**config.mk**
```make
export PLATFORM = sky130hd
export DESIGN_NAME = ini_line_tokenizer_top
export DESIGN_NICKNAME = d
export VERILOG_FILES = /design/src/rtl/core/ilt_pkg.sv /design/src/rtl/core/ilt_in_stage.sv /design/src/rtl/core/ilt_parser.sv /design/src/rtl/core/ilt_out_stage.sv /design/src/rtl/core/ini_line_tokenizer_top.sv
export SDC_FILE = /design/constraint.sdc
export NUM_CORES = 1
export LEC_CHECK = 0
export BUFFER_PORTS_ARGS = -buffer_cell sky130_fd_sc_hd__buf_2
export CORE_MARGIN = 2
export CORE_UTILIZATION = 61
export CTS_CLUSTER_SIZE = 24
export DETAILED_ROUTE_END_ITERATION = 6
export PLACE_DENSITY = 0.85
export SKIP_CTS_REPAIR_TIMING = 1
export SYNTH_ARGS = -nofsm -noshare
export SYNTH_HDL_FRONTEND = slang
export SYNTH_SLANG_ARGS = --single-unit
```
**constraint.sdc**
```tcl
create_clock -name aclk -period 6.3 [get_ports aclk]
set_input_delay 0.63 -clock aclk [delete_from_list [all_inputs] [get_ports aclk]]
set_output_delay 0.63 -clock aclk [all_outputs]
set_load 0.01 [all_outputs]
```
**src/rtl/core/ilt_pkg.sv**
```systemverilog
// ============================================================================
// INI line tokenizer package
// Parse modes, token classes, character codes and beat structures.
// ============================================================================
package ilt_pkg;

    typedef enum logic [2:0] {
        MODE_LINE_START = 3'd0,
        MODE_MID_LINE   = 3'd1,
        MODE_SECTION    = 3'd2,
        MODE_SECTION_ESC = 3'd3,
        MODE_KEY        = 3'd4,
        MODE_KEY_ESC    = 3'd5,
        MODE_VALUE_RAW  = 3'd6,
        MODE_VALUE      = 3'd7
    } mode_t;

    typedef enum logic [1:0] {
        CLASS_SECTION = 2'd0,
        CLASS_KEY     = 2'd1,
        CLASS_VALUE   = 2'd2
    } token_class_t;

    localparam logic [7:0] CH_OPEN   = 8'h5B;
    localparam logic [7:0] CH_CLOSE  = 8'h5D;
    localparam logic [7:0] CH_EQUALS = 8'h3D;
    localparam logic [7:0] CH_ESCAPE = 8'h5C;
    localparam logic [7:0] CH_LF     = 8'h0A;
    localparam logic [7:0] CH_CR     = 8'h0D;

    localparam logic [7:0] SECTION_LIMIT_RESET = 8'd49;

    typedef struct packed {
        logic [7:0] text_byte;
        logic       end_of_input;
    } in_item_t;

    typedef struct packed {
        token_class_t token_class;
        logic         char_valid;
        logic [7:0]   char_byte;
        logic         token_end;
    } result_t;

endpackage

```
**src/rtl/core/ilt_in_stage.sv**
```systemverilog
// ============================================================================
// INI line tokenizer input stage
// Registers one input beat and hands it to the parser.
// ============================================================================
module ilt_in_stage (
    input  logic              aclk,
    input  logic              aresetn,
    input  logic              s_tvalid,
    output logic              s_tready,
    input  logic [7:0]        s_tdata,   // [7:0] text_byte
    input  logic              s_tlast,   // end_of_input
    input  logic              advance,
    output logic              item_valid,
    output ilt_pkg::in_item_t item
);

    logic              valid_reg;
    logic              valid_next;
    ilt_pkg::in_item_t item_reg;

    // Take a beat when empty or when the held beat moves on this cycle;
    // hold off while reset is asserted so no beat is dropped.
    assign s_tready   = aresetn && (!valid_reg || advance);
    assign valid_next = s_tvalid ? 1'b1 : (valid_reg && !advance);

    always_ff @(posedge aclk) begin
        if (!aresetn) begin
            valid_reg <= 1'b0;
        end else if (s_tready) begin
            valid_reg <= valid_next;
        end
    end

    always_ff @(posedge aclk) begin
        if (s_tvalid && s_tready) begin
            item_reg.text_byte    <= s_tdata;
            item_reg.end_of_input <= s_tlast;
        end
    end

    assign item_valid = valid_reg;
    assign item       = item_reg;

endmodule

```
**src/rtl/core/ilt_parser.sv**
```systemverilog
// ============================================================================
// INI line tokenizer parser
// Mode state machine and section counter; decodes one byte per step.
// ============================================================================
module ilt_parser (
    input  logic              aclk,
    input  logic              aresetn,
    input  logic              step_en,
    input  ilt_pkg::in_item_t item,
    input  logic [7:0]        section_limit,
    output logic              emit,
    output ilt_pkg::result_t  result
);

    ilt_pkg::mode_t mode_reg;
    ilt_pkg::mode_t mode_next;
    ilt_pkg::mode_t step_mode;
    logic [7:0]     count_reg;
    logic [7:0]     count_next;
    logic [7:0]     count_step;
    logic [7:0]     count_inc;
    logic           sec_full;
    logic [7:0]     b;
    logic           last;

    assign b         = item.text_byte;
    assign last      = item.end_of_input;
    assign count_inc = count_reg + 8'd1;
    assign sec_full  = (count_inc >= section_limit);

    // Next state
    always_comb begin
        step_mode  = mode_reg;
        count_step = count_reg;
        unique case (mode_reg)
            ilt_pkg::MODE_LINE_START, ilt_pkg::MODE_MID_LINE: begin
                if (b == ilt_pkg::CH_CR) begin
                    step_mode = mode_reg;
                end else if (b == ilt_pkg::CH_LF) begin
                    step_mode = ilt_pkg::MODE_LINE_START;
                end else if (mode_reg == ilt_pkg::MODE_LINE_START &&
                             b == ilt_pkg::CH_OPEN) begin
                    count_step = 8'd0;
                    step_mode  = (section_limit == 8'd0) ? ilt_pkg::MODE_MID_LINE
                                                         : ilt_pkg::MODE_SECTION;
                end else begin
                    step_mode = ilt_pkg::MODE_KEY;
                end
            end
            ilt_pkg::MODE_SECTION: begin
                if (b == ilt_pkg::CH_ESCAPE) begin
                    step_mode = ilt_pkg::MODE_SECTION_ESC;
                end else if (b == ilt_pkg::CH_CLOSE) begin
                    step_mode = ilt_pkg::MODE_MID_LINE;
                end else begin
                    count_step = count_inc;
                    step_mode  = sec_full ? ilt_pkg::MODE_MID_LINE : ilt_pkg::MODE_SECTION;
                end
            end
            ilt_pkg::MODE_SECTION_ESC: begin
                count_step = count_inc;
                step_mode  = sec_full ? ilt_pkg::MODE_MID_LINE : ilt_pkg::MODE_SECTION;
            end
            ilt_pkg::MODE_KEY: begin
                if (b == ilt_pkg::CH_ESCAPE) begin
                    step_mode = ilt_pkg::MODE_KEY_ESC;
                end else if (b == ilt_pkg::CH_LF || b == ilt_pkg::CH_EQUALS) begin
                    step_mode = ilt_pkg::MODE_VALUE_RAW;
                end
            end
            ilt_pkg::MODE_KEY_ESC: begin
                step_mode = ilt_pkg::MODE_KEY;
            end
            ilt_pkg::MODE_VALUE_RAW: begin
                step_mode = ilt_pkg::MODE_VALUE;
            end
            ilt_pkg::MODE_VALUE: begin
                if (b == ilt_pkg::CH_ESCAPE) begin
                    step_mode = ilt_pkg::MODE_VALUE_RAW;
                end else if (b == ilt_pkg::CH_LF) begin
                    step_mode = ilt_pkg::MODE_LINE_START;
                end
            end
            default: begin
                step_mode = ilt_pkg::MODE_LINE_START;
            end
        endcase
        // Last byte: drop back to line start.
        mode_next  = last ? ilt_pkg::MODE_LINE_START : step_mode;
        count_next = last ? 8'd0 : count_step;
    end

    // Outputs
    always_comb begin
        logic         have;
        logic         open_tok;
        ilt_pkg::token_class_t cls;
        logic         valid;
        logic         tok_end;
        have     = 1'b0;
        cls      = ilt_pkg::CLASS_SECTION;
        valid    = 1'b0;
        tok_end  = 1'b0;
        open_tok = 1'b0;
        unique case (mode_reg)
            ilt_pkg::MODE_LINE_START, ilt_pkg::MODE_MID_LINE: begin
                if (b == ilt_pkg::CH_CR || b == ilt_pkg::CH_LF) begin
                    have = 1'b0;
                end else if (mode_reg == ilt_pkg::MODE_LINE_START &&
                             b == ilt_pkg::CH_OPEN) begin
                    // Empty section when the limit is zero.
                    have    = (section_limit == 8'd0);
                    tok_end = 1'b1;
                end else begin
                    have  = 1'b1;
                    cls   = ilt_pkg::CLASS_KEY;
                    valid = 1'b1;
                end
            end
            ilt_pkg::MODE_SECTION: begin
                if (b == ilt_pkg::CH_ESCAPE) begin
                    have = 1'b0;
                end else if (b == ilt_pkg::CH_CLOSE) begin
                    have    = 1'b1;
                    tok_end = 1'b1;
                end else begin
                    have    = 1'b1;
                    valid   = 1'b1;
                    tok_end = sec_full;
                end
            end
            ilt_pkg::MODE_SECTION_ESC: begin
                have    = 1'b1;
                valid   = 1'b1;
                tok_end = sec_full;
            end
            ilt_pkg::MODE_KEY: begin
                cls = ilt_pkg::CLASS_KEY;
                if (b == ilt_pkg::CH_ESCAPE || b == ilt_pkg::CH_CR) begin
                    have = 1'b0;
                end else if (b == ilt_pkg::CH_LF || b == ilt_pkg::CH_EQUALS) begin
                    have    = 1'b1;
                    tok_end = 1'b1;
                end else begin
                    have  = 1'b1;
                    valid = 1'b1;
                end
            end
            ilt_pkg::MODE_KEY_ESC: begin
                have  = 1'b1;
                cls   = ilt_pkg::CLASS_KEY;
                valid = 1'b1;
            end
            ilt_pkg::MODE_VALUE_RAW: begin
                have  = 1'b1;
                cls   = ilt_pkg::CLASS_VALUE;
                valid = 1'b1;
            end
            ilt_pkg::MODE_VALUE: begin
                cls = ilt_pkg::CLASS_VALUE;
                if (b == ilt_pkg::CH_ESCAPE || b == ilt_pkg::CH_CR) begin
                    have = 1'b0;
                end else if (b == ilt_pkg::CH_LF) begin
                    have    = 1'b1;
                    tok_end = 1'b1;
                end else begin
                    have  = 1'b1;
                    valid = 1'b1;
                end
            end
            default: begin
                have = 1'b0;
            end
        endcase

        // Last byte closes a token that is still open after this step.
        open_tok = (step_mode != ilt_pkg::MODE_LINE_START) &&
                   (step_mode != ilt_pkg::MODE_MID_LINE);
        if (last && !(have && tok_end) && open_tok) begin
            if (have) begin
                tok_end = 1'b1;
            end else begin
                have    = 1'b1;
                valid   = 1'b0;
                tok_end = 1'b1;
                if (step_mode == ilt_pkg::MODE_SECTION ||
                    step_mode == ilt_pkg::MODE_SECTION_ESC) begin
                    cls = ilt_pkg::CLASS_SECTION;
                end else if (step_mode == ilt_pkg::MODE_KEY ||
                             step_mode == ilt_pkg::MODE_KEY_ESC) begin
                    cls = ilt_pkg::CLASS_KEY;
                end else begin
                    cls = ilt_pkg::CLASS_VALUE;
                end
            end
        end

        emit               = have;
        result.token_class = cls;
        result.char_valid  = valid;
        result.char_byte   = valid ? b : 8'd0;
        result.token_end   = tok_end;
    end

    always_ff @(posedge aclk) begin
        if (!aresetn) begin
            mode_reg  <= ilt_pkg::MODE_LINE_START;
            count_reg <= 8'd0;
        end else if (step_en) begin
            mode_reg  <= mode_next;
            count_reg <= count_next;
        end
    end

endmodule

```
**src/rtl/core/ilt_out_stage.sv**
```systemverilog
// ============================================================================
// INI line tokenizer output stage
// Holds one result beat until the downstream side takes it.
// ============================================================================
module ilt_out_stage (
    input  logic             aclk,
    input  logic             aresetn,
    input  logic             load,
    input  ilt_pkg::result_t result,
    output logic             busy,
    output logic             m_tvalid,
    input  logic             m_tready,
    output logic [7:0]       m_tdata,   // [7:0] char_byte
    output logic [2:0]       m_tuser,   // [1:0] token_class, [2] char_valid
    output logic             m_tlast    // token_end
);

    logic             valid_reg;
    ilt_pkg::result_t data_reg;

    always_ff @(posedge aclk) begin
        if (!aresetn) begin
            valid_reg <= 1'b0;
        end else if (load) begin
            valid_reg <= 1'b1;
        end else if (m_tready) begin
            valid_reg <= 1'b0;
        end
    end

    always_ff @(posedge aclk) begin
        if (load) begin
            data_reg <= result;
        end
    end

    // Full and not drained this cycle.
    assign busy     = valid_reg && !m_tready;
    assign m_tvalid = valid_reg;
    assign m_tdata  = data_reg.char_byte;
    assign m_tuser  = {data_reg.char_valid, data_reg.token_class};
    assign m_tlast  = data_reg.token_end;

endmodule

```
**src/rtl/core/ini_line_tokenizer_top.sv**
```systemverilog
// ============================================================================
// INI line tokenizer top level
// Streams INI text one byte per beat and emits tagged token characters.
// ============================================================================
// The block takes one byte of INI-style text per input beat and returns zero
// or one result beat per byte: a section, key or value character, or an
// end-of-token marker. It accepts a new byte every cycle unless backpressure
// stalls it; a byte is held in the input register and, when it moves on,
// its result is loaded into the output register through the combinational
// mode update. A byte that produces no result (CR, backslash, '[' at line
// start with a nonzero section_limit) still moves on while the output
// register is full. Backpressure on m_tready stalls the input only when a
// result is waiting and the held byte would produce another.
// section_limit resets to 49; the user writes it through cfg_wr_en /
// cfg_wr_data only while the stream is idle; the block does not enforce it.
// ============================================================================
module ini_line_tokenizer_top (
    input  logic       aclk,
    input  logic       aresetn,
    // Configuration: section_limit
    input  logic       cfg_wr_en,
    input  logic [7:0] cfg_wr_data,
    // Input stream
    input  logic       s_tvalid,
    output logic       s_tready,
    input  logic [7:0] s_tdata,    // [7:0] text_byte
    input  logic       s_tlast,    // end_of_input
    // Result stream
    output logic       m_tvalid,
    input  logic       m_tready,
    output logic [7:0] m_tdata,    // [7:0] char_byte
    output logic [2:0] m_tuser,    // [1:0] token_class, [2] char_valid
    output logic       m_tlast     // token_end
);

    logic [7:0]        limit_reg;
    logic              item_valid;
    ilt_pkg::in_item_t item;
    logic              emit;
    ilt_pkg::result_t  result;
    logic              out_busy;
    logic              advance;

    // Hold the section limit; the user writes it only while the stream is idle, unchecked here.
    always_ff @(posedge aclk) begin
        if (!aresetn) begin
            limit_reg <= ilt_pkg::SECTION_LIMIT_RESET;
        end else if (cfg_wr_en) begin
            limit_reg <= cfg_wr_data;
        end
    end

    // Advance the held byte unless its result would overwrite a waiting one.
    assign advance = item_valid && !(emit && out_busy);

    ilt_in_stage u_in (
        .aclk       (aclk),
        .aresetn    (aresetn),
        .s_tvalid   (s_tvalid),
        .s_tready   (s_tready),
        .s_tdata    (s_tdata),
        .s_tlast    (s_tlast),
        .advance    (advance),
        .item_valid (item_valid),
        .item       (item)
    );

    ilt_parser u_parser (
        .aclk          (aclk),
        .aresetn       (aresetn),
        .step_en       (advance),
        .item          (item),
        .section_limit (limit_reg),
        .emit          (emit),
        .result        (result)
    );

    ilt_out_stage u_out (
        .aclk     (aclk),
        .aresetn  (aresetn),
        .load     (advance && emit),
        .result   (result),
        .busy     (out_busy),
        .m_tvalid (m_tvalid),
        .m_tready (m_tready),
        .m_tdata  (m_tdata),
        .m_tuser  (m_tuser),
        .m_tlast  (m_tlast)
    );

endmodule

```
==> metrics.csv, run 1 <==
metric,value,unit
outcome,"complete, no violations",
pin count of the biggest net entering global routing,32,
total track usage,0.218,
wire per inst,13.2,um
worst-path cell chain,nand3_1 -> nor2_1 -> nand3_1 -> xnor2_1 -> ha_1 -> nand3_1 -> nand4bb_1 -> a211oi_1 -> nor2_1 -> o21ai_1 -> a21oi_1 -> nor2b_1 -> buf_2,
most frequent cells in the layout,"35 x buf_2, 31 x nand2_1, 21 x dfxtp_1, 21 x edfxtp_1, 16 x nor2_1",
Congestion Overflow GR,0,
post-synth top area share,0.271,
Synthesized Nets,276,
Max VDD drop,0.137,mV
Net Sw Power,124,uW
CP Class,reg -> out,
CTS H-tree depth,2,
Synth warnings,0,
Worst-Margin Slew,0.912,ns
Worst Path Buf+Inv,1,
largest family of logic cells by synthesized area,simple AND/OR/NAND/NOR gates,
cell mode on critical path,nand3_1,
# setup viols final,0,
clock buffer depth,2,
Post-synth ARST share,0,
core area,3660,sq um
Vias,1877,
CP Capture Type,output pin,
DRT Pass-1 Iters,4,
# rows,22,
Residual DRC,0,
Final #Nets,309,
post-layout util,0.714,
Layout area overhead,12.1,%
Hold Fails Final Rpt,0,
Comb power frac,0.092,
non-filler instance count after layout,327,
max-cap violations,0,
"commonest non-fill, non-tap cell in the layout",buf_2,
ant diodes,0,
initial antenna violation count,0,
initial core utilization,0.636,
TritonCTS Buffers,5,
DIE AREA,4330,sq um
Layout Skew,0.00791,ns
IO Pins,36,
sequential share of power,0.590,
top_reg_cell synth,edfxtp_1,
share of layout cells above drive strength 1,0.172,
register area,1050,sq um
Syn Area/Cell,9.51,sq um
synthesized cell area,2330,sq um
post-synthesis sequential area ratio,0.451,
Detail Placement HPWL,3230,um
"Slew Viols, Final",0,
fillers,292,
Hold WC Path Type,reg -> reg,
"CP delay by family, top",simple AND/OR/NAND/NOR gates,
mux contribution to synthesized area,0.0258,
cell count after placement,319,
Synth Area in Compound Gates,0.162,
TNS Setup,0,ns
Slew headroom,0.391,
multi-input gate area in the final layout,1200,sq um
#FFs+latches synth,42,
Internal Power,395,uW
vias in the first global route,1603,
unrepaired setup endpoints after global routing,no,
biggest area consumer among synthesized cells,edfxtp_1,
max reg flops,9,
worst skew pair latency,0.30,ns
Worst path slowest cell,a211oi_1,
Critical Path RT,5.67,ns
xor and xnor area share after synthesis,0.0226,
first-pass GRT wire length,7130,um
clock share of power,0.317,
Crit path arrival time,3.27,ns
Leakage,1.01,nW
Die Span X,65.8,um
count of different cell masters after synthesis,49,
routability cong.,0.886,
Final period util,0.619,
Synth area leaders,"edfxtp_1 27%, dfxtp_1 18%, nand2_1 5.0%",
Sink Count,42,
die height,65.8,um
internal reg-to-reg setup slack,2.48,ns
simple-gate portion of the synthesized area,0.256,
pwr dens,199,nW/um^2
number of enable flip-flop cells after synthesis,21,
antenna-violating nets left,0,
DR iter-0 viols,149,
vias per cell,5.74,
Net Sw Frac,0.239,
Synth Area in Adders,0.0483,
TritonCTS clock tree,yes,
Final Critical Period,3.90,ns
Synth Instances,245,
CP Launch Type,flop,
Port-buffer cells,35,
crit-path max cell delay,0.49,ns
Crit Path Max Fanout,5,
Routed WL,4330,um
Highest Clock Rate,256,MHz
clk slew on worst S/H paths,0.08,ns
Root Driver,clkbuf_8,
-- synth_stat cells (6+ instances only) --
cell type	count
nor2b_1	12
nand3_1	6
edfxtp_1	21
o21ai_0	7
inv_1	11
o21ai_1	10
dfxtp_1	21
nor3_1	6
nor2_1	16
mux2i_1	6
nand2_1	31
a21oi_1	11
and2_1	11
ha_1	9
clkbuf_1	8
-- metal layers --
layer | up-vias | share of wire | GRT usage
met1 | 842 | 0.47 | 0.304
met5 | - | 0 | 0
li1 | 958 | - | -
met4 | 0 | 0.015 | 0.0833
met2 | 68 | 0.45 | 0.328
met3 | 9 | 0.069 | 0.0511
-- power groups by stage --
| stage | clock [mW] | combinational, mW | sequential, mW |
|---|---|---|---|
| after detailed placement | 0 | 0.0482 | 0.313 |
| after global routing | 0.181 | 0.0542 | 0.308 |
| final | 0.165 | 0.0480 | 0.307 |
| after CTS | 0.170 | 0.0484 | 0.306 |
| after global placement | 0 | 0.0469 | 0.312 |
| after floorplan | 0 | 0.0319 | 0.312 |
-- through the flow --
step                setup WS [ns]  hold slack [ns]  power, mW  area, sq um
floorplan                    2.85            0.441      0.344         2330
global placement             2.58            0.457      0.359         2530
detailed placement           2.47            0.469      0.361         2530
CTS                          2.39            0.480      0.525         2610
global route                 2.14            0.496      0.544         2610
finish                       2.40            0.485      0.520         2610
-- final timing paths --
check	from	endpoint	cells past startpoint
max reg2reg	u_parser.count_reg[2]	u_out.m_tdata[6]	11
min	u_parser.count_reg[1]	u_parser.count_reg[1]	2
max	u_parser.count_reg[2]	s_tready	13
min reg2reg	u_parser.count_reg[1]	u_parser.count_reg[1]	2
-- final cells by class --
cell class	instances	share of cell area
multi-input combinational	183	0.459
tap	48	0.0230
clock inverter	3	0.00623
sequential	42	0.402
timing repair buffer	35	0.0670
inverter	11	0.0158
clock buffer	5	0.0263
-- tightest hold or removal path, delay by kind of cell (launching register included) --
family             cells  cell delay [ns]
DFF                    1             0.33
and+or+nand+nor        1             0.06
AOI/OAI and AO/OA      1             0.05
-- cells by family after synthesis --
| family | Yosys count |
|---|---|
| xor+xnor | 6 |
| compound gates | 53 |
| flops | 42 |
| buf+inv | 20 |
| mux | 6 |
| simple gates | 109 |
| fa+ha+maj | 9 |
No activity file was read; power rests on OpenSTA's default activity.
==> run 2: changes to the inputs <==
--- a/config.mk
+++ b/config.mk
@@ -7,10 +7,10 @@
 export LEC_CHECK = 0
 export BUFFER_PORTS_ARGS = -buffer_cell sky130_fd_sc_hd__buf_2
 export CORE_MARGIN = 2
-export CORE_UTILIZATION = 61
+export CORE_UTILIZATION = 51
 export CTS_CLUSTER_SIZE = 24
 export DETAILED_ROUTE_END_ITERATION = 6
-export PLACE_DENSITY = 0.85
+export PLACE_DENSITY = 0.76
 export SKIP_CTS_REPAIR_TIMING = 1
 export SYNTH_ARGS = -nofsm -noshare
 export SYNTH_HDL_FRONTEND = slang
==> constraint.sdc (replaced) <==
create_clock -name aclk -period 3.48 [get_ports aclk]
set_input_delay 0.348 -clock aclk [delete_from_list [all_inputs] [get_ports aclk]]
set_output_delay 0.348 -clock aclk [all_outputs]
set_load 0.01 [all_outputs]
==> metrics.csv, run 2 (synthesis results as in run 1) <==
metric,value,unit
outcome,"complete, no violations",
Slew headroom,0.477,
Setup Slack @ Placement,0.118,ns
Sink Count,42,
crit path capture,s_tready,
post-layout util,0.633,
internal reg-to-reg setup slack,0.45,ns
CP Capture Type,output pin,
CTS H-tree depth,2,
Congestion Overflow GR,0,
max reg flops,9,
Port-buffer cells,35,
Final Critical Period,3.32,ns
Final period util,0.955,
DRT Pass-1 Iters,4,
first-pass GRT wire length,7710,um
Layout Skew,0.00112,ns
launch point of the worst path,u_parser.count_reg[0],
vias in the first global route,1757,
Detail Placement HPWL,3480,um
TritonCTS clock tree,yes,
cell count after placement,329,
IO Pins,36,
CP Class,reg -> out,
Vias,1941,
wire per inst,14.2,um
core area,4380,sq um
initial antenna violation count,0,
# setup viols final,0,
share of layout cells above drive strength 1,0.231,
clock buffer depth,2,
total power,1.10,mW
"commonest non-fill, non-tap cell in the layout",buf_2,
Worst Reg-to-Reg Cells,13,
TNS Setup,0,ns
"Slew Viols, Final",0,
pin count of the biggest net entering global routing,32,
pwr dens,398,nW/um^2
Highest Clock Rate,301,MHz
antenna-violating nets left,0,
non-filler instance count after layout,338,
fillers,370,
Crit Path Max Fanout,5,
Max VDD drop,0.170,mV
Crit path arrival time,2.97,ns
Hold Fails Final Rpt,0,
vias per cell,5.74,
TritonCTS Buffers,5,
Residual DRC,0,
Worst-Margin Slew,0.782,ns
Die Span X,71.6,um
CP Launch Type,flop,
Layout area overhead,19.1,%
max-cap violations,0,
# rows,24,
final worst slack,0.158,ns
Routed WL,4790,um
most frequent cells in the layout,"35 x buf_2, 31 x nand2_1, 21 x edfxtp_1",
FF-to-FF Start,u_parser.count_reg[0],
DR iter-0 viols,200,
ant diodes,0,
Root Driver,clkbuf_8,
Hold WC Path Type,in -> reg,
initial core utilization,0.531,
DIE AREA,5120,sq um
total track usage,0.189,
clk slew on worst S/H paths,0.08,ns
routability cong.,0.818,
die height,71.6,um
Critical Path RT,3.13,ns
Final #Nets,316,
RR Endpoint,u_in.item[6],
Leakage,1.08,nW
worst skew pair latency,0.29,ns
[run 2: final cells by class]
type / instances / area, sq um / area share
clock buffer: 5 / 68.8 / 0.0248
clock inverter: 3 / 68.8 / 0.0248
inverter: 11 / 41.3 / 0.0149
multi-input combinational: 183 / 1250 / 0.450
sequential: 42 / 1050 / 0.380
tap: 52 / 65.1 / 0.0235
timing repair buffer: 42 / 228 / 0.0821
[run 2: how the worst min path moves through the flow]
stage | end | depth (start not counted) | startpoint
3_5_place_dp | u_parser.count_reg[1] | 2 | u_parser.count_reg[1]
3_3_place_gp | u_parser.count_reg[7] | 2 | u_parser.count_reg[7]
6_report | u_in.item[2] | 1 | s_tdata[1]
2_1_floorplan | u_parser.count_reg[7] | 2 | u_parser.count_reg[7]
5_1_grt | u_in.item[8] | 1 | s_tdata[7]
4_1_cts | u_in.item[2] | 1 | s_tdata[1]
[run 2: metal layers]
metal / global-route usage / up-vias / routed length [um]
met5: 0 / - / 0
met4: 0.0734 / 0 / 62
met3: 0.0352 / 6 / 332
met2: 0.296 / 79 / 2210
met1: 0.260 / 875 / 2190
li1: - / 981 / -
[run 2: critical path, stage by stage, from the launching register on]
cell and delay (ns):
dfxtp_2 0.39, ha_2 0.24, nand3_2 0.12, nor2_1 0.14, xor2_1 0.11, ha_1 0.31
nand3_1 0.09, nand4bb_1 0.26, a211oi_4 0.35, nor2_1 0.12, o21ai_2 0.18, a21oi_2 0.09
nor2b_1 0.13, buf_2 0.14
[run 2: through the flow]
step | hold slack, ns | instance area, sq um
after floorplan | 0.441 | 2330
after global placement | 0.458 | 2580
after detailed placement | 0.465 | 2580
after CTS | 0.216 | 2720
after global routing | 0.214 | 2770
final | 0.222 | 2770
[run 2: power breakdown]
group,internal (mW),leakage (nW),switching (mW)
clock,0.287,0.0683,0.168
combinational,0.0418,0.644,0.0517
sequential,0.540,0.365,0.0151
total,0.869,1.08,0.234
==> run 3: changes to the inputs <==
--- a/config.mk
+++ b/config.mk
@@ -10,7 +10,8 @@
 export CORE_UTILIZATION = 51
 export CTS_CLUSTER_SIZE = 24
 export DETAILED_ROUTE_END_ITERATION = 6
-export PLACE_DENSITY = 0.76
+export PLACE_DENSITY = 0.78
+export RECOVER_POWER = 50
 export SKIP_CTS_REPAIR_TIMING = 1
 export SYNTH_ARGS = -nofsm -noshare
 export SYNTH_HDL_FRONTEND = slang
==> metrics.csv, run 3 (synthesis results as in run 1) <==
metric,value,unit
outcome,"complete, no violations",
final instance area,2680,sq um
Die Span X,71.6,um
Congestion Overflow GR,0,
Worst path slowest cell,dfxtp_1,
clock buffer depth,2,
core area,4380,sq um
worst-path cell chain,ha_2 -> nand3_1 -> nor2_1 -> xor2_1 -> ha_1 -> nand3_1 -> nand4bb_1 -> a211oi_4 -> nor2_1 -> o21ai_2 -> a21oi_2 -> nor2b_1 -> buf_2,
Hold Fails Final Rpt,0,
post-layout util,0.611,
non-filler instance count after layout,338,
CP Class,reg -> out,
"commonest non-fill, non-tap cell in the layout",nand2_1,
IO Pins,36,
grt met3 use,0.0450,
max-cap violations,0,
Final Critical Period,3.32,ns
Layout area overhead,15.0,%
Routed WL,4650,um
DIE AREA,5120,sq um
M1 GR Usage,0.255,
Detail Placement HPWL,3330,um
TritonCTS Buffers,5,
Hold WC Path Type,in -> reg,
total power,953,uW
crit-path max cell delay,0.40,ns
ant diodes,0,
die height,71.6,um
Worst-Margin Slew,1.20,ns
share of layout cells above drive strength 1,0.164,
max reg flops,9,
pin count of the biggest net entering global routing,32,
Leakage,1.01,nW
wire per inst,13.8,um
Residual DRC,0,
Root Driver,clkbuf_8,
clk slew on worst S/H paths,0.08,ns
Final period util,0.953,
first-pass GRT wire length,7640,um
vias per cell,5.70,
pwr dens,356,nW/um^2
CP Launch Type,flop,
# setup viols final,0,
Crit Path Max Fanout,5,
Port-buffer cells,35,
antenna-violating nets left,0,
TritonCTS clock tree,yes,
TNS Setup,0,ns
final worst slack,0.164,ns
"Slew Viols, Final",0,
routability cong.,0.824,
final hold slack,0.225,ns
CP Capture Type,output pin,
Highest Clock Rate,302,MHz
DRT Pass-1 Iters,5,
cell count after placement,328,
vias in the first global route,1754,
total track usage,0.189,
busiest grt layer,met2,
most frequent cells in the layout,"31 x nand2_1, 21 x buf_2, 21 x edfxtp_1",
initial antenna violation count,0,
initial core utilization,0.531,
Sink Count,42,
Final #Nets,316,
CTS H-tree depth,2,
Max VDD drop,0.157,mV
Slew headroom,0.203,
Setup Slack @ Placement,0.189,ns
Vias,1925,
Critical Path RT,3.13,ns
Layout Skew,0.00728,ns
DR iter-0 viols,147,
# rows,24,
worst skew pair latency,0.30,ns
GR Layer Usage met2,0.292,
Crit path arrival time,2.97,ns
DP Area,2570,sq um
==> run 3: cell types whose count changed in the layout (fill, tap and decap cells not counted), sizes merged <==
cell,previous run,this run
buf,42,28
bufinv,2,0
clkbuf,5,19
clkinv,1,2
clkinvlp,0,1
==> run 3: final cells by class <==
| class | count | area [sq um] |
|---|---|---|
| fill | 386 | 1700 |
| multi-input combinational | 183 | 1230 |
| sequential | 42 | 1050 |
| timing repair buffer | 42 | 210 |
| clock buffer | 5 | 68.8 |
| tap | 52 | 65.1 |
| inverter | 11 | 41.3 |
| clock inverter | 3 | 16.3 |
==> run 3: worst max-delay path: cells and delay by family, from the launching register on <==
family                     cells  cell delay, ns
and+or+nand+nor                6            0.88
AOI/OAI and AO/OA              3            0.60
adders and majority gates      2            0.42
DFF                            1            0.40
xor gates and xnor gates       1            0.24
buffers and inverters          1            0.14
==> run 3: where the power goes <==
part | switching, mW | leakage, nW | internal, mW
Clock | 0.170 | 0.0416 | 0.137
Combinational | 0.0513 | 0.604 | 0.0399
Sequential | 0.0151 | 0.364 | 0.540
==> run 3: path summary, 6_finish.rpt <==
check | start | to | slack [ns] | cells after the start
worst max register to register | u_parser.count_reg[0] | u_out.m_tdata[5] | 0.33 | 13
worst max-delay path | u_parser.count_reg[0] | s_tready | 0.16 | 13
worst min-delay path | s_tdata[3] | u_in.item[4] | 0.23 | 1
worst min register to register | u_parser.count_reg[7] | u_parser.count_reg[7] | 0.47 | 2
==> run 3: metal layers <==
| layer | up-vias | routed length, um | share of wire |
|---|---|---|---|
| li1 | 976 | - | - |
| met4 | 0 | 94 | 0.020 |
| met2 | 63 | 2050 | 0.44 |
| met3 | 11 | 319 | 0.069 |
| met5 | - | 0 | 0 |
| met1 | 875 | 2180 | 0.47 |
